--- src/design/uths_pkg.sv ---
// ----------------------------------------------------------------------------
// uths_pkg: shared constants and angle helpers
// Codes, timing limits and centidegree wrap functions for the upwind tack
// heading selector.
// ----------------------------------------------------------------------------
package uths_pkg;

  // Item modes
  localparam logic MODE_NAV     = 1'b0;
  localparam logic MODE_REQUEST = 1'b1;

  // Configuration register indexes
  localparam int unsigned CFG_INDEX_W = 2;
  localparam logic [CFG_INDEX_W-1:0] CFG_NO_GO    = 2'd0;
  localparam logic [CFG_INDEX_W-1:0] CFG_CORRIDOR = 2'd1;
  localparam logic [CFG_INDEX_W-1:0] CFG_MOTOR    = 2'd2;
  localparam int unsigned CFG_DATA_W = 12;

  // Motor policy codes
  localparam logic [1:0] MOTOR_NEVER  = 2'd0;
  localparam logic [1:0] MOTOR_ASSIST = 2'd1;
  localparam logic [1:0] MOTOR_ALWAYS = 2'd2;

  // Configuration reset values
  localparam logic [6:0]  NO_GO_RESET    = 7'd45;
  localparam logic [11:0] CORRIDOR_RESET = 12'd1000;
  localparam logic [1:0]  MOTOR_RESET    = MOTOR_ASSIST;

  // Timing limits in milliseconds
  localparam logic [31:0] TACK_TIMEOUT_MS      = 32'd5000;
  localparam logic [31:0] TACK_RETRY_MS        = 32'd5000;
  localparam logic [31:0] TACK_ASSIST_LIMIT_MS = 32'd15000;
  localparam logic [31:0] REQUEST_WINDOW_MS    = 32'd500;

  // Angles in centidegrees
  localparam logic [15:0]        FULL_TURN_U    = 16'd36000;
  localparam logic signed [17:0] FULL_TURN_S    = 18'sd36000;
  localparam logic signed [17:0] HALF_TURN_S    = 18'sd18000;
  localparam logic signed [15:0] TACK_ACCURACY  = 16'sd1000;
  localparam logic [17:0]        HALF_TURN_U18  = 18'd18000;
  localparam logic [13:0]        DEG_TO_CD      = 14'd100;

  // Reduce a raw 16-bit heading into [0, 36000)
  function automatic logic [15:0] wrap_heading(input logic [15:0] h);
    return (h >= FULL_TURN_U) ? (h - FULL_TURN_U) : h;
  endfunction

  // Wrap a difference in (-36000, 36000) into (-18000, 18000]
  function automatic logic signed [15:0] wrap_half(input logic signed [17:0] d);
    logic signed [17:0] r;
    r = d;
    if (r < 18'sd0) begin
      r = r + FULL_TURN_S;
    end
    if (r > HALF_TURN_S) begin
      r = r - FULL_TURN_S;
    end
    return r[15:0];
  endfunction

  // Yaw within tack accuracy of the target
  function automatic logic near_target(input logic [15:0] tgt, input logic [15:0] yaw);
    logic signed [17:0] d;
    logic signed [15:0] h;
    logic signed [15:0] a;
    d = $signed({2'b00, tgt}) - $signed({2'b00, yaw});
    h = wrap_half(d);
    a = h[15] ? -h : h;
    return a <= TACK_ACCURACY;
  endfunction

endpackage

--- src/design/upwind_tack_heading_selector_unit.sv ---
// ----------------------------------------------------------------------------
// upwind_tack_heading_selector_unit
// Chooses the steering heading for upwind sailing and runs the tack sequence.
// ----------------------------------------------------------------------------
// Each accepted item is a navigation step (mode 0) or a user tack request
// (mode 1). A navigation step returns exactly one result (target heading,
// tacking flag, motor-assist flag); a request returns nothing and only arms
// the request time. The block takes one item every clock cycle while the result
// side does not stall: an item is captured into the input register, its tack
// decision and state update are evaluated while it sits there, and its result
// is loaded into the result register as it leaves. The state (tacking flag, target,
// request, start and clear times, assist flag) updates as each item leaves
// the input register, so consecutive items see each other's effect in order.
// The only pause comes from the result side: while a result waits under
// stall, the input register holds and item_stall rises once it is full.
// Angles are integer centidegrees wrapped into [0, 36000); time differences
// wrap at 32 bits. Configuration writes are taken any cycle but are meant to
// land only while the block is idle.
module upwind_tack_heading_selector_unit
  import uths_pkg::*;
(
  input  logic                   clk,
  input  logic                   rst,
  // configuration write port
  input  logic                   wr_en,
  input  logic [CFG_INDEX_W-1:0] wr_index,
  input  logic [CFG_DATA_W-1:0]  wr_data,
  // input channel
  input  logic                   item_valid,
  output logic                   item_stall,
  input  logic                   mode,
  input  logic [31:0]            now_ms,
  input  logic                   sailing_allowed,
  input  logic [15:0]            wanted_course_cd,
  input  logic [15:0]            true_wind_cd,
  input  logic signed [15:0]     apparent_wind_cd,
  input  logic [15:0]            heading_now_cd,
  input  logic                   on_starboard,
  input  logic signed [20:0]     crosstrack_cm,
  // result channel
  output logic                   result_valid,
  input  logic                   result_stall,
  output logic [15:0]            target_heading_cd,
  output logic                   is_tacking,
  output logic                   assist_motor
);

  // Configuration registers
  logic [6:0]  no_go_deg;
  logic [11:0] corridor_cm;
  logic [1:0]  motor_use;

  // Tack state
  logic        tacking;
  logic        assist_flag;
  logic [15:0] tack_target_cd;
  logic [31:0] request_time;
  logic [31:0] clear_time;
  logic [31:0] start_time;

  logic        tacking_next;
  logic        assist_flag_next;
  logic [15:0] tack_target_cd_next;
  logic [31:0] request_time_next;
  logic [31:0] clear_time_next;
  logic [31:0] start_time_next;

  // Input register (headings already reduced into range)
  logic               s1_valid;
  logic               s1_mode;
  logic [31:0]        s1_now;
  logic               s1_allowed;
  logic [15:0]        s1_desired;
  logic [15:0]        s1_wind;
  logic signed [15:0] s1_app;
  logic [15:0]        s1_yaw;
  logic               s1_starboard;
  logic signed [20:0] s1_xte;

  // Result next values
  logic [15:0] heading_next;
  logic        is_tacking_next;
  logic        assist_motor_next;

  logic accept;
  logic advance;

  // Hold the input register while a finished result waits under stall.
  assign advance    = s1_valid && !(result_valid && result_stall);
  assign item_stall = s1_valid && result_valid && result_stall;
  assign accept     = item_valid && !item_stall;

  // Configuration
  always_ff @(posedge clk) begin
    if (rst) begin
      no_go_deg   <= NO_GO_RESET;
      corridor_cm <= CORRIDOR_RESET;
      motor_use   <= MOTOR_RESET;
    end else if (wr_en) begin
      case (wr_index)
        CFG_NO_GO:    no_go_deg   <= wr_data[6:0];
        CFG_CORRIDOR: corridor_cm <= wr_data;
        CFG_MOTOR:    motor_use   <= wr_data[1:0];
        default: begin
        end
      endcase
    end
  end

  // Input register
  always_ff @(posedge clk) begin
    if (rst) begin
      s1_valid <= 1'b0;
    end else if (accept) begin
      s1_valid <= 1'b1;
    end else if (advance) begin
      s1_valid <= 1'b0;
    end
  end

  always_ff @(posedge clk) begin
    if (accept) begin
      s1_mode      <= mode;
      s1_now       <= now_ms;
      s1_allowed   <= sailing_allowed;
      s1_desired   <= wrap_heading(wanted_course_cd);
      s1_wind      <= wrap_heading(true_wind_cd);
      s1_app       <= apparent_wind_cd;
      s1_yaw       <= wrap_heading(heading_now_cd);
      s1_starboard <= on_starboard;
      s1_xte       <= crosstrack_cm;
    end
  end

  // Step evaluation
  logic [13:0]        no_go_cd;
  logic signed [15:0] rel;
  logic [14:0]        abs_rel;
  logic [16:0]        abs_app;
  logic [17:0]        wind_sum;
  logic [17:0]        app_rel_sum;
  logic [21:0]        abs_xte;
  logic [15:0]        left_cd;
  logic [15:0]        right_cd;
  logic signed [17:0] right_raw;
  logic               outside_no_go;
  logic               cross_tack;
  logic               early_out;
  logic               want_tack;
  logic               start_tack;
  logic               xte_pos;
  logic               xte_neg;
  logic [15:0]        eff_target;
  logic               eff_near;
  logic [31:0]        elapsed;
  logic               timed_out;

  always_comb begin
    no_go_cd  = 14'(no_go_deg) * DEG_TO_CD;

    rel       = wrap_half($signed({2'b00, s1_wind}) - $signed({2'b00, s1_desired}));
    abs_rel   = rel[15] ? 15'(-rel) : rel[14:0];
    abs_app   = s1_app[15] ? (17'd0 - 17'($signed(s1_app))) : {1'b0, s1_app};
    app_rel_sum = 18'(abs_app) + 18'(abs_rel);

    // No-go edges either side of the wind
    wind_sum  = {2'b00, s1_wind} + {4'b0000, no_go_cd};
    left_cd   = (wind_sum >= 18'(FULL_TURN_U)) ? 16'(wind_sum - 18'(FULL_TURN_U))
                                                : wind_sum[15:0];
    right_raw = $signed({2'b00, s1_wind}) - $signed({4'b0000, no_go_cd});
    right_cd  = (right_raw < 18'sd0) ? 16'(right_raw + FULL_TURN_S) : right_raw[15:0];

    abs_xte   = s1_xte[20] ? (22'd0 - 22'($signed(s1_xte))) : {1'b0, s1_xte};
    xte_pos   = !s1_xte[20] && (s1_xte != 21'sd0);
    xte_neg   = s1_xte[20];

    // Course change through the wind
    outside_no_go = (abs_rel > 15'(no_go_cd));
    cross_tack    = ((!rel[15]) != s1_starboard) && (app_rel_sum < HALF_TURN_U18);
    early_out     = !tacking && outside_no_go && !cross_tack;
    want_tack     = !tacking && outside_no_go && cross_tack;

    tacking_next        = tacking;
    assist_flag_next    = assist_flag;
    tack_target_cd_next = tack_target_cd;
    request_time_next   = request_time;
    clear_time_next     = clear_time;
    start_time_next     = start_time;
    heading_next        = s1_desired;
    start_tack          = 1'b0;
    eff_target          = tack_target_cd;
    eff_near            = 1'b0;
    elapsed             = 32'd0;
    timed_out           = 1'b0;

    if (s1_mode == MODE_REQUEST) begin
      // Arm the request only when no tack is running
      if (s1_allowed && !tacking) begin
        request_time_next = s1_now;
      end
    end else if (s1_allowed && !early_out) begin
      // Recent user request; consume it
      if ((request_time != 32'd0) && !want_tack && !tacking) begin
        want_tack         = ((s1_now - request_time) < REQUEST_WINDOW_MS);
        request_time_next = 32'd0;
      end

      // Corridor exceeded on the side the current tack heads toward
      if ((corridor_cm != 12'd0) && (abs_xte >= 22'(corridor_cm)) && !want_tack && !tacking)
      begin
        if ((xte_pos && s1_starboard) || (xte_neg && !s1_starboard)) begin
          want_tack = 1'b1;
        end
      end

      start_tack = want_tack && ((s1_now - clear_time) > TACK_RETRY_MS);

      if (start_tack) begin
        eff_target          = s1_starboard ? left_cd : right_cd;
        tack_target_cd_next = eff_target;
        start_time_next     = s1_now;
        elapsed             = 32'd0;
        eff_near            = s1_starboard ? near_target(left_cd, s1_yaw)
                                           : near_target(right_cd, s1_yaw);
      end else begin
        elapsed  = s1_now - start_time;
        eff_near = near_target(tack_target_cd, s1_yaw);
      end
      timed_out = (elapsed > TACK_TIMEOUT_MS);

      if (tacking || start_tack) begin
        tacking_next = 1'b1;
        if (eff_near) begin
          // Target reached: clear the tack
          tacking_next      = 1'b0;
          assist_flag_next  = 1'b0;
          request_time_next = 32'd0;
          clear_time_next   = s1_now;
        end else if (timed_out) begin
          if ((motor_use == MOTOR_ASSIST) && (elapsed < TACK_ASSIST_LIMIT_MS)) begin
            assist_flag_next = 1'b1;
          end else begin
            // Give up on the tack
            tacking_next      = 1'b0;
            assist_flag_next  = 1'b0;
            request_time_next = 32'd0;
            clear_time_next   = s1_now;
          end
        end
        heading_next = eff_target;
      end else begin
        heading_next = s1_starboard ? right_cd : left_cd;
      end
    end

    is_tacking_next   = s1_allowed && tacking_next;
    assist_motor_next = (motor_use == MOTOR_ASSIST) && assist_flag_next;
  end

  // State update as each item leaves the input register
  always_ff @(posedge clk) begin
    if (rst) begin
      tacking        <= 1'b0;
      assist_flag    <= 1'b0;
      tack_target_cd <= 16'd0;
      request_time   <= 32'd0;
      clear_time     <= 32'd0;
      start_time     <= 32'd0;
    end else if (advance) begin
      tacking        <= tacking_next;
      assist_flag    <= assist_flag_next;
      tack_target_cd <= tack_target_cd_next;
      request_time   <= request_time_next;
      clear_time     <= clear_time_next;
      start_time     <= start_time_next;
    end
  end

  // Result register: load on navigation steps, drop once taken
  always_ff @(posedge clk) begin
    if (rst) begin
      result_valid <= 1'b0;
    end else if (advance) begin
      result_valid <= (s1_mode == MODE_NAV);
    end else if (!result_stall) begin
      result_valid <= 1'b0;
    end
  end

  always_ff @(posedge clk) begin
    if (advance && (s1_mode == MODE_NAV)) begin
      target_heading_cd <= heading_next;
      is_tacking        <= is_tacking_next;
      assist_motor      <= assist_motor_next;
    end
  end

`ifndef SYNTHESIS
  // Assist is only ever held during a running tack.
  a_assist_in_tack: assert property (@(posedge clk) disable iff (rst)
    assist_flag |-> tacking)
    else $error("assist flag set without a running tack");

  // A stored tack target is always a wrapped heading.
  a_target_range: assert property (@(posedge clk) disable iff (rst)
    tacking |-> (tack_target_cd < FULL_TURN_U))
    else $error("tack target out of heading range");

  // Every delivered heading is wrapped.
  a_result_range: assert property (@(posedge clk) disable iff (rst)
    result_valid |-> (target_heading_cd < FULL_TURN_U))
    else $error("result heading out of range");

  // A request item never produces a result.
  a_request_silent: assert property (@(posedge clk) disable iff (rst)
    (advance && (s1_mode == MODE_REQUEST)) |=> !result_valid || $past(result_valid))
    else $error("request item produced a result");
`endif

endmodule
--- config.mk ---
export PLATFORM = sky130hd
export DESIGN_NAME = upwind_tack_heading_selector_unit
export DESIGN_NICKNAME = d
export VERILOG_FILES = /design/src/design/uths_pkg.sv /design/src/design/upwind_tack_heading_selector_unit.sv
export SDC_FILE = /design/constraint.sdc
export NUM_CORES = 1
export LEC_CHECK = 0
export ABC_AREA = 1
export BUFFER_PORTS_ARGS = -buffer_cell sky130_fd_sc_hd__buf_2
export CAP_MARGIN = 20
export CORE_AREA = 8 8 310 312
export CTS_CLUSTER_SIZE = 28
export DETAILED_ROUTE_END_ITERATION = 16
export DIE_AREA = 0 0 318 320
export GPL_ROUTABILITY_DRIVEN = 0
export SKIP_CTS_REPAIR_TIMING = 1
export SYNTH_ARGS = -nofsm -noshare
export SYNTH_HDL_FRONTEND = slang
export SYNTH_SLANG_ARGS = --single-unit
--- constraint.sdc ---
create_clock -name clk -period 8.75 [get_ports clk]
set_input_delay 0.4375 -clock clk [delete_from_list [all_inputs] [get_ports clk]]
set_output_delay 0.4375 -clock clk [all_outputs]
set_load 0.005 [all_outputs]
=== Word-level counts from Yosys, hierarchy flattened ===
Cells that the tools add are included.
W data, S select, Z words.

* Flip-flop bits (word level): 275
* Input port bits: 139
* Output and inout bits: 20
* Logic and storage cells: 217

* Add/subtract/negate cells: 29
* $mul: 1
* $lt $le $gt $ge: 23
* Equality and inequality tests: 7
* Muxes and demuxes: 83
* Bitwise gates (word level): 1
* Reduce and logical (&&, ||, !) cells: 50

{| class="wikitable"
|+ Operators with widths
! operator !! count
|-
| $mux W32 || 14
|-
| $mux W16 || 27
|-
| $mux W18 || 13
|-
| $sub A16 B16 Y16 const B || 8
|-
| $sub A32 B32 Y32 || 3
|-
| $lt A17 B1 Y1 const B || 5
|-
| $add A17 B17 Y18 const B || 4
|-
| $gt A18 B16 Y1 const B || 4
|-
| $sub A16 B16 Y17 || 4
|-
| $gt A32 B13 Y1 const B || 2
|-
| $ge A16 B16 Y1 const B || 3
|-
| $le A16 B11 Y1 const B || 3
|-
| $neg A16 Y16 || 3
|-
| $lt A32 B14 Y1 const B || 1
|-
| $lt A32 B9 Y1 const B || 1
|-
| $reduce_bool A32 Y1 || 1
|-
| $mux W1 || 26
|-
| $logic_and A1 B1 Y1 || 24
|-
| $ge A22 B12 Y1 || 1
|-
| $mux W22 || 1
|-
| $sub A1 B21 Y22 const A || 1
|-
| $reduce_bool A21 Y1 || 1
|-
| $add A17 B15 Y18 || 1
|-
| $lt A18 B15 Y1 const B || 1
|-
| 25 further kinds || 42
|}

=== Depth between registers and ports, before layout ===
Gate-level depths: netlist (run 1).

* Word-level depth: 44
* Gate-level depth with buffers: 67
* Mapped depth without buffers: 65

=== Least setup slack after synthesis (run 1) ===
Ideal clock, no wire load.

* Kind: register to register
* Start: reg no_go_deg[3]
* End: reg clear_time[11]
* Library setup time: 0.113 ns
* Data arrival time: 8.317 ns
* Required time: 8.637 ns
* Slack: 0.320 ns
* Cell stages (with the launch flop): 62
* Path buffers: 4
* Clock period less this slack: 8.430 ns
* Path through: dfxtp_1 ha_1 ha_1 fa_1 ha_1 a21oi_1 nand2_1 a21oi_1 o21bai_1 xor2_1 inv_1 ha_1 clkbuf_1 inv_1 o31ai_1 nand2_1 inv_1 o21ai_0 [26 not listed] nand2_2 nor2_2 nand2_1 nand2_1 nand3_1 nand2_1 inv_1 nand2_1 nand2_1 nand2_1 nand2_1 nand2_1 nand2_2 nand3_2 nand4_4 buf_4 nor2_1 nor2_1

* Word-level cells in the longest chain between the ends: 24
* Elaborated cells between the ends (all ways): 76
* Those cells by class: 12 x add/sub; 1 x mul; 11 x order compare; 1 x eq/ne; 35 x mux; 16 x reduce/logical

{| class="wikitable"
|+ RTL lines
! what !! line !! RTL
|-
| from (decl) || upwind_tack_heading_selector_unit.sv:49 || <nowiki>logic [6:0] no_go_deg;</nowiki>
|-
| from (signal assigned) || upwind_tack_heading_selector_unit.sv:101 || <nowiki>CFG_NO_GO: no_go_deg <= wr_data[6:0];</nowiki>
|-
| $mul A7 B5 Y12 (*) || upwind_tack_heading_selector_unit.sv:159 || <nowiki>no_go_cd = 14'(no_go_deg) * DEG_TO_CD;</nowiki>
|-
| $sub A16 B14 Y17 (tied with other cells) || upwind_tack_heading_selector_unit.sv:170 || <nowiki>right_raw = $signed({2'b00, s1_wind}) - $signed({4'b0000, no_go_cd});</nowiki>
|-
| $add A16 B16 Y16 (tied with other cells) || upwind_tack_heading_selector_unit.sv:171 || <nowiki>right_cd = (right_raw < 18'sd0) ? 16'(right_raw + FULL_TURN_S) : right_raw[15:0];</nowiki>
|-
| $mux W16 (tied with other cells) || upwind_tack_heading_selector_unit.sv:171 ||
|-
| $sub A16 B16 Y17 or $logic_not A1 Y1 (tied branches) || uths_pkg.sv:66, upwind_tack_heading_selector_unit.sv:203 ||
|-
| $add A17 B17 Y18 (tied with other cells) || uths_pkg.sv:53 || <nowiki>r = r + FULL_TURN_S;</nowiki>
|-
| $mux W18 or $logic_and A1 B1 Y1 (tied branches) || uths_pkg.sv:52, upwind_tack_heading_selector_unit.sv:203 ||
|-
| $mux W18 or $mux W1 (tied branches) || upwind_tack_heading_selector_unit.sv:218, upwind_tack_heading_selector_unit.sv:203 ||
|-
| [8 not listed] || -- ||
|-
| $mux W16 or $logic_and A1 B1 Y1 (tied branches) || uths_pkg.sv:68, upwind_tack_heading_selector_unit.sv:216 ||
|-
| $le A16 B11 Y1 or $mux W32 (tied branches) || uths_pkg.sv:69, upwind_tack_heading_selector_unit.sv:218 ||
|-
| $mux W1 or $mux W32 (tied branches) || upwind_tack_heading_selector_unit.sv:223, upwind_tack_heading_selector_unit.sv:201 ||
|-
| $mux W1 or $mux W32 (tied branches) || upwind_tack_heading_selector_unit.sv:218, upwind_tack_heading_selector_unit.sv:196 ||
|-
| $mux W1 or $lt A32 B14 Y1 (tied branches) || upwind_tack_heading_selector_unit.sv:201, upwind_tack_heading_selector_unit.sv:240 ||
|-
| $mux W1 or $logic_and A1 B1 Y1 (tied branches) || upwind_tack_heading_selector_unit.sv:196, upwind_tack_heading_selector_unit.sv:240 ||
|-
| $ne A2 B2 Y1 (no source line) or $reduce_bool A2 Y1 (tied branches) || -- ||
|-
| $reduce_and A6 Y1 (no source line) || -- ||
|-
| to (signal assigned) || upwind_tack_heading_selector_unit.sv:274 || <nowiki>clear_time <= clear_time_next;</nowiki>
|-
| to (decl) || upwind_tack_heading_selector_unit.sv:58 || <nowiki>logic [31:0] clear_time;</nowiki>
|}

Every way passes the cells marked *; elsewhere a longest branch is shown, timed or not. The select of a mux whose other input is x is not followed.
A chain may end at the register's enable or synchronous reset.

=== Worst setup path in the final report (run 1) ===
* Start: reg no_go_deg[2]
* End: reg request_time[15]

* Word-level cells in the longest chain between the ends: 28
* Elaborated cells between the ends (all ways): 81
* Those cells by class: 12 x add/sub; 1 x mul; 11 x order compare; 41 x mux; 16 x reduce/logical

{| class="wikitable"
|+ RTL lines
! what !! line !! RTL
|-
| $mul A7 B5 Y12 (*) || upwind_tack_heading_selector_unit.sv:159 ||
|-
| parallel branches: the longest is 27 deep, another holds $add A17 B17 Y18 || -- ||
|-
| to (signal assigned) || upwind_tack_heading_selector_unit.sv:273 || <nowiki>request_time <= request_time_next;</nowiki>
|-
| to (decl) || upwind_tack_heading_selector_unit.sv:57 || <nowiki>logic [31:0] request_time;</nowiki>
|}

Every way passes the cells marked *. The select of a mux whose other input is x is not followed.

==> impl_metrics.toml, run 1 <==
[run_status]
status = "complete, no violations"

[synth]
synth_ff_type = "edfxtp_1"
synth.most_common_cell = "nand2_1"
synth-xor-area-share_pct = 8.63
synth_seq_area_share_pct = 25.5
synth_cell_types = 70
synth-compound-area-share_pct = 16.0
yosys.area.top_type_share_pct = 15.3
synthCells = 3952
ys_top_cells_by_count = "nand2_1, inv_1, nor2_1"
synthMuxAreaShare_pct = 0
avgSynthCellArea_um2 = 6.84
synth_edf_count = 138
synth_top_family_by_area = "simple AND/OR/NAND/NOR gates"
ys_warn_count = 0
async_flop_share_pct = 0
synth-simple-area-share_pct = 27.4
synth-seq-cells = 275
synth-adder-area-share_pct = 12.7
syn_nets = 4359
syn_area_um2 = 27000
yosysTopAreaCell = "edfxtp_1"
ys_top_cells_by_area = "edfxtp_1, nand2_1, ha_1, dfxtp_1, inv_1"

[worst_setup_path]
start_kind = "flop"
max_stage_delay_ns = 0.45
cp-end-kind = "flop"
crit_top_cell = "nand2_1"
critPathSlowestCell = "fa_1"
arrival_ns = 8.93
worstSetupPathType = "flop to flop"
worstPathMaxFanout = 7
required_ns = 9.24

[die]
coreArea_um2 = 91000
die-height_um = 320
dieArea_um2 = 102000
die_w_um = 318
ios = 159
initial_utilization_pct = 29.7
rows = 111

[detailed_routing]
vias = 26100
drcViolationCount = 0
ant_nets = 0
drtIter0Drc = 1686
routed_wl_mm = 81.0
vias_per_cell = 4.78
wl_per_cell_um = 14.9
first_pass_iters = 6

[timing]
finalSetupViolations = 0
min_period_ns = 8.44
tightest_slew_ns = 0.976
hold_violations = 0
finClkSkew_ns = 0.0211
fmax_mhz = 118
fin_setup_tns_ns = 0
maxSlewHeadroom_pct = 35.0
drv_slew = 0
rsz0062_at_grt = "yes"
period_share_pct = 96.4

[global_routing]
grtUsageTotal_pct = 14.9
antenna_found_initial = 15
grt_pass1_wl_mm = 126
grt_max_degree = 113
grt_overflow = 0
grt_pass1_vias = 24400

[cts]
clock_latency_ns = 0.56
ctsHtreeMaxLevel = 2
clk_pin_slew_ns = 0.06
clock_sinks = 275
cts_tree = "done"
cts-root-buf = "clkbuf_16"
cts_buffers = 35
clk_path_buf_depth = 3

[placed_design]
dpl.hpwl_mm = 63.4
io_buffers = 158

[finish]
areaGrowthSynthToFinish_pct = 19.5
layout.nets = 4638
fillerInstances = 9564
layout-drive-gt1-share_pct = 15.8

[flow_run]
maxCapViolations = 0

[hold_path]
hp-class = "input port to flop"
## layout make-up
type | instances | area, µm² | area share, %
sequential | 275 | 6890 | 21.3
timing repair buffer | 311 | 2180 | 6.75
inverter | 615 | 2330 | 7.21
tap | 1186 | 1480 | 4.59
clock buffer | 44 | 961 | 2.97
multi-input combinational | 2993 | 18300 | 56.7
clock inverter | 20 | 119 | 0.368
antenna | 6 | 15.0 | 0.0465
## flip-flops by register name, indices dropped and copies added, names as in the netlist, 2 cells and up
register / count
start_time: 32
s1_wind: 16
target_heading_cd: 16
motor_use: 2
s1_app: 16
clear_time: 32
s1_now: 32
request_time: 32
s1_yaw: 16
no_go_deg: 7
corridor_cm: 12
s1_desired: 16
tack_target_cd: 16
s1_xte: 21
## critical path, delay by kind of cell, from the launching register on
kind,cells,cell delay [ns]
compound gates,8,1.12
xor+xnor,4,0.71
fa+ha+maj,8,2.32
buf+inv,9,0.96
flops,1,0.37
simple gates,28,2.88
## kinds of logic (layout without fill, tap and decap cells)
logic type               count (synthesis)  after routing
other                                    0              6
buffers and inverters                  684            990
XOR/XNOR                               256            256
AO/OA/AOI/OAI                          745            745
flip-flops                             275            275
AND/OR/NAND/NOR                       1724           1724
adder cells (fa/ha/maj)                268            268
## path summary, 6_finish.rpt
| check | startpoint | depth (start not counted) | slack (ns) | to |
|---|---|---|---|---|
| max reg2reg | no_go_deg[2] | 57 | 0.31 | request_time[15] |
| min reg2reg | motor_use[1] | 2 | 0.45 | motor_use[1] |
| min | now_ms[21] | 1 | 0.06 | s1_now[21] |
| max | no_go_deg[2] | 57 | 0.31 | request_time[15] |
## layer usage
metal	vias up	part of all wire, %	GRT usage [%]
met3	121	5.2	2.66
met2	522	46	25.3
met1	11800	46	19.4
met4	10	2.4	3.83
met5	-	0.079	0
li1	13600	-	-
## through the flow
step / area [µm²] / utilization, % / worst slack, ns / hold slack [ns] / std cells
5_1_grt: 32300 / 35.5 / -0.241 / 0.0275 / 5444
6_report: 32300 / 35.5 / 0.311 / 0.0568 / 5450
4_1_cts: 31000 / 34.1 / -0.210 / 0.0208 / 5410
3_5_place_dp: 29900 / 32.9 / -0.165 / 0.445 / 5346
2_1_floorplan: 27000 / - / 0.320 / 0.429 / 3952
3_3_place_gp: 29900 / 32.9 / -0.00975 / 0.444 / 5346
## layout by cell type (no fill, tap or decap), types with 17 or more instances in the layout
cell type	n
nor2_1	363
nor3_1	49
ha_1	243
nand3_1	198
xor2_2	17
edfxtp_1	138
buf_2	159
or2_2	17
inv_1	566
nand2_2	63
nand4_1	53
o211ai_1	39
nor2_2	21
a21oi_1	294
dfxtp_1	134
xnor2_1	77
nand3b_1	21
o21ai_0	196
buf_4	130
a21oi_2	24
xor2_1	151
nand2_1	865
inv_2	42
clkbuf_16	42
o21bai_1	28
o21ai_1	29
Power of run 1 is left out: the tool's default activity adds up to more than one toggle a clock period on the data nets, which glitch-free logic cannot reach.
==> inputs of run 2 (changes only) <==
--- a/config.mk
+++ b/config.mk
@@ -6,13 +6,15 @@
 export NUM_CORES = 1
 export LEC_CHECK = 0
 export ABC_AREA = 1
-export BUFFER_PORTS_ARGS = -buffer_cell sky130_fd_sc_hd__buf_2
+export BUFFER_PORTS_ARGS = -buffer_cell sky130_fd_sc_hd__buf_4
 export CAP_MARGIN = 20
 export CORE_AREA = 8 8 310 312
 export CTS_CLUSTER_SIZE = 28
 export DETAILED_ROUTE_END_ITERATION = 16
 export DIE_AREA = 0 0 318 320
 export GPL_ROUTABILITY_DRIVEN = 0
+export MAX_ROUTING_LAYER = met4
+export PLACE_DENSITY = 0.49
 export SKIP_CTS_REPAIR_TIMING = 1
 export SYNTH_ARGS = -nofsm -noshare
 export SYNTH_HDL_FRONTEND = slang
==> run 2 against run 1 <==
Clock skew up 0.014 ns. Worst setup slack better by 0.13 ns. First-iteration DRC count down 23%. Final area up 3.8%.
==> impl_metrics.toml, run 2 (synthesized netlist as in run 1, its figures left out) <==
[finish]
post-route-util_pct = 36.9
areaGrowthSynthToFinish_pct = 24.1
fillerInstances = 9659
final-seq-area_um2 = 6890
layout.nets = 4715
final_cell_mix = "nand2_1, inv_1, nor2_1, buf_4, a21oi_1"
layout.cells.most_common = "nand2_1"
layoutNonFillerInstCount = 5527
layout-drive-gt1-share_pct = 18.4
multi_input_area_um2 = 18500

[timing]
min_period_ns = 8.31
tightest_slew_ns = 0.841
fin_setup_tns_ns = 0
finalSetupViolations = 0
rsz0062_at_grt = "yes"
maxSlewHeadroom_pct = 44.0
hold_violations = 0
drv_slew = 0
period_share_pct = 95.0
fmax_mhz = 120
finClkSkew_ns = 0.0347

[worst_setup_path]
required_ns = 9.24
cp-startpoint = "no_go_deg[3]"
worstPathMaxFanout = 8
cp-end-kind = "flop"
reg2reg_to = "request_time[29]"
reg2reg_depth = 58
start_kind = "flop"
worstSetupPathType = "flop to flop"
r2r_slack_ns = 0.44
reg2reg_from = "no_go_deg[3]"
max_stage_delay_ns = 0.45
arrival_ns = 8.80
crit_top_cell = "nand2_1"
critPathSlowestCell = "fa_1"

[global_routing]
grt_pass1_vias = 24400
grt_pass1_wl_mm = 131
grt_overflow = 0
grtUsageTotal_pct = 16.1
antenna_found_initial = 6
grt_max_degree = 83

[cts]
clock_latency_ns = 0.58
clock_sinks = 275
cts-root-buf = "clkbuf_16"
cts_buffers = 36
cts_tree = "done"
ctsHtreeMaxLevel = 2
clk_pin_slew_ns = 0.06
clk_path_buf_depth = 3

[die]
ios = 159
die_w_um = 318
rows = 111
die-height_um = 320
coreArea_um2 = 91000
dieArea_um2 = 102000
initial_utilization_pct = 29.7

[placed_design]
dp.cells = 5433
io_buffers = 158
dpl.hpwl_mm = 66.7

[hold_path]
hold_depth = 1
hp-start = "now_ms[27]"
holdPathEnd = "s1_now[27]"
hp-class = "input port to flop"

[detailed_routing]
routed_wl_mm = 84.7
drtIter0Drc = 1292
ant_nets = 0
wl_per_cell_um = 15.3
vias = 25900
drcViolationCount = 0
first_pass_iters = 5
vias_per_cell = 4.69

[flow_run]
maxCapViolations = 0

[run_status]
status = "complete, no violations"
[run 2: cell types whose count changed in the layout (fill, tap and decap cells not counted), sizes merged]
cell / change
clkbuf: -3
buf: +74
bufinv: +4
clkinvlp: +2
[run 2: worst max path at each step]
stage	endpoint	slack [ns]
6_report	request_time[29]	0.44
5_1_grt	request_time[29]	-0.19
4_1_cts	request_time[14]	-0.1
3_5_place_dp	request_time[5]	-0.05
3_3_place_gp	clear_time[24]	0.15
2_1_floorplan	clear_time[11]	0.32
[run 2: final cells by class]
class                      count  share of cell area, %
antenna                        6                 0.0448
clock buffer                  40                   2.79
clock inverter                25                  0.720
inverter                     615                   6.93
multi-input combinational   2993                   55.1
sequential                   275                   20.6
tap                         1186                   4.43
timing repair buffer         386                   9.39
timing repair inverter         1                 0.0224
[run 2: worst max-delay path, delay by kind of cell, from the launching register on]
family	cells	cell delay (ns)
AND/OR/NAND/NOR	30	3.01
XOR/XNOR	3	0.58
AO/OA/AOI/OAI	9	1.10
buffers and inverters	10	1.30
adder cells (fa/ha/maj)	6	1.86
flip-flops	1	0.38
[run 2: metrics by stage]
step                      hold slack (ns)  instance area (µm²)  setup WS (ns)
after global routing              0.00749                33500         -0.190
after detailed placement            0.449                31000        -0.0523
after CTS                        -0.00253                32200        -0.0999
final                              0.0395                33500          0.442
after global placement              0.443                31000          0.147
after floorplan                     0.429                27000          0.320
[run 2: per-layer routing]
metal,up-vias,part of all wire (%),track usage [%]
met5,-,0,-
met1,11800,50,21.5
met3,84,3.5,2.37
li1,13700,-,-
met2,326,45,25.7
met4,0,1.8,3.36
Power of run 2 is left out for the same reason.
==> inputs of run 3 (changes only) <==
==> constraint.sdc (replaced) <==
create_clock -name clk -period 6.9 [get_ports clk]
set_input_delay 0.345 -clock clk [delete_from_list [all_inputs] [get_ports clk]]
set_output_delay 0.345 -clock clk [all_outputs]
set_load 0.005 [all_outputs]
==> run 3 against run 2 <==
The run now ends with setup timing left. Worst hold slack worse by 0.017 ns. Cell count rose by 7.4%. First-iteration DRC count is 0.77% higher. Sequential share of layout area is 2.4 points lower. Via count up 6.9%. Non-clock buffer count increased by 400. Worst setup slack got worse by 1.9 ns. Maximum frequency fell by 0.30%. Critical path type unchanged.
==> impl_metrics.toml, run 3 (synthesized netlist as in run 1, its figures left out) <==
[run_status]
status = "complete, but fails checks"
violations = "setup timing"

[hold_path]
hp-class = "input port to flop"
holdPathEnd = "corridor_cm[0]"
hold_depth = 3
hp-start = "wr_data[0]"

[finish]
final-seq-area_um2 = 6890
areaGrowthSynthToFinish_pct = 40.5
design_area_um2 = 38000
fillerInstances = 9434
final_cell_mix = "nand2_1, buf_4, inv_1"
layoutNonFillerInstCount = 5938
multi_input_area_um2 = 19200
layout.cells.most_common = "nand2_1"
layout-drive-gt1-share_pct = 26.1
layout.nets = 5120

[timing]
finClkSkew_ns = 0.0426
min_period_ns = 8.33
drv_slew = 0
maxSlewHeadroom_pct = 37.6
rsz0062_at_grt = "yes"
tightest_slew_ns = 0.937
fmax_mhz = 120
hold_violations = 0
setup_ws_ns = -1.43
period_share_pct = 121
finalSetupViolations = 129

[cts]
clock_sinks = 275
clk_path_buf_depth = 3
cts_tree = "done"
clock_latency_ns = 0.61
cts-root-buf = "clkbuf_16"
cts_buffers = 39
ctsHtreeMaxLevel = 2
clk_pin_slew_ns = 0.06

[worst_setup_path]
max_stage_delay_ns = 0.50
reg2reg_depth = 62
reg2reg_from = "no_go_deg[2]"
arrival_ns = 8.85
reg2reg_to = "request_time[11]"
start_kind = "flop"
crit_top_cell = "nand2_2"
worstSetupPathType = "flop to flop"
critPathSlowestCell = "fa_1"
cp-end-kind = "flop"
cpLargestDelayFamily = "simple AND/OR/NAND/NOR gates"
required_ns = 7.42
cp_num_buf_inv = 9
worstPathMaxFanout = 8
r2r_slack_ns = -1.43

[flow_run]
maxCapViolations = 0

[detailed_routing]
vias = 27700
wl_per_cell_um = 14.9
first_pass_iters = 7
ant_nets = 0
routed_wl_mm = 88.6
drtIter0Drc = 1302
drcViolationCount = 0
vias_per_cell = 4.67

[global_routing]
grt_pass1_wl_mm = 135
grt_pass1_vias = 25700
grt_max_degree = 84
grtUsageTotal_pct = 16.5
antenna_found_initial = 10
grt_overflow = 0

[placed_design]
dpl.hpwl_mm = 68.6
placed_cell_area_um2 = 33400
dp.cells = 5708
io_buffers = 158

[die]
rows = 111
die_w_um = 318
ios = 159
dieArea_um2 = 102000
initial_utilization_pct = 29.7
coreArea_um2 = 91000
die-height_um = 320
==> run 3: final cells by class <==
class | instances | share of cell area [%]
inverter | 615 | 6.15
clock buffer | 52 | 2.94
multi-input combinational | 2995 | 50.6
sequential | 275 | 18.2
tap | 1186 | 3.91
antenna | 8 | 0.0527
timing repair inverter | 1 | 0.0198
clock inverter | 20 | 0.811
timing repair buffer | 786 | 17.3
==> run 3: stage by stage <==
stage	TNS [ns]	hold slack, ns	utilization [%]	setup slack, ns
CTS	-171.27	-0.141	38.2	-1.88
detailed placement	-162.39	0.445	36.7	-1.84
global route	-173.40	0.0208	41.7	-1.99
floorplan	-56.31	0.414	-	-0.884
finish	-103.77	0.0227	41.7	-1.43
global placement	-154.17	0.446	36.7	-1.71
==> run 3: how the worst max path moves through the flow <==
stage / endpoint / depth (start not counted) / start
2_1_floorplan: clear_time[13] / 63 / no_go_deg[2]
3_3_place_gp: request_time[21] / 62 / no_go_deg[2]
3_5_place_dp: request_time[13] / 62 / no_go_deg[2]
4_1_cts: request_time[13] / 62 / no_go_deg[2]
5_1_grt: clear_time[30] / 61 / no_go_deg[2]
6_report: request_time[11] / 62 / no_go_deg[2]
==> run 3: per-layer routing <==
layer / wire (µm) / vias to the layer above / track usage [%]
li1: - / 14600 / -
met3: 3330 / 91 / 2.27
met4: 1510 / 0 / 3.41
met1: 44900 / 12700 / 22.7
met5: 0 / - / -
met2: 38900 / 402 / 25.8
==> run 3: worst register-to-register path, delay by kind of cell, from the launching register on <==
| kind | cells | cell delay [ns] |
|---|---|---|
| AO/OA/AOI/OAI | 12 | 1.56 |
| AND/OR/NAND/NOR | 30 | 2.54 |
| XOR/XNOR | 4 | 0.79 |
| flip-flops | 1 | 0.36 |
| buffers and inverters | 9 | 0.99 |
| adder cells (fa/ha/maj) | 7 | 2.02 |
Power of run 3 is left out for the same reason.
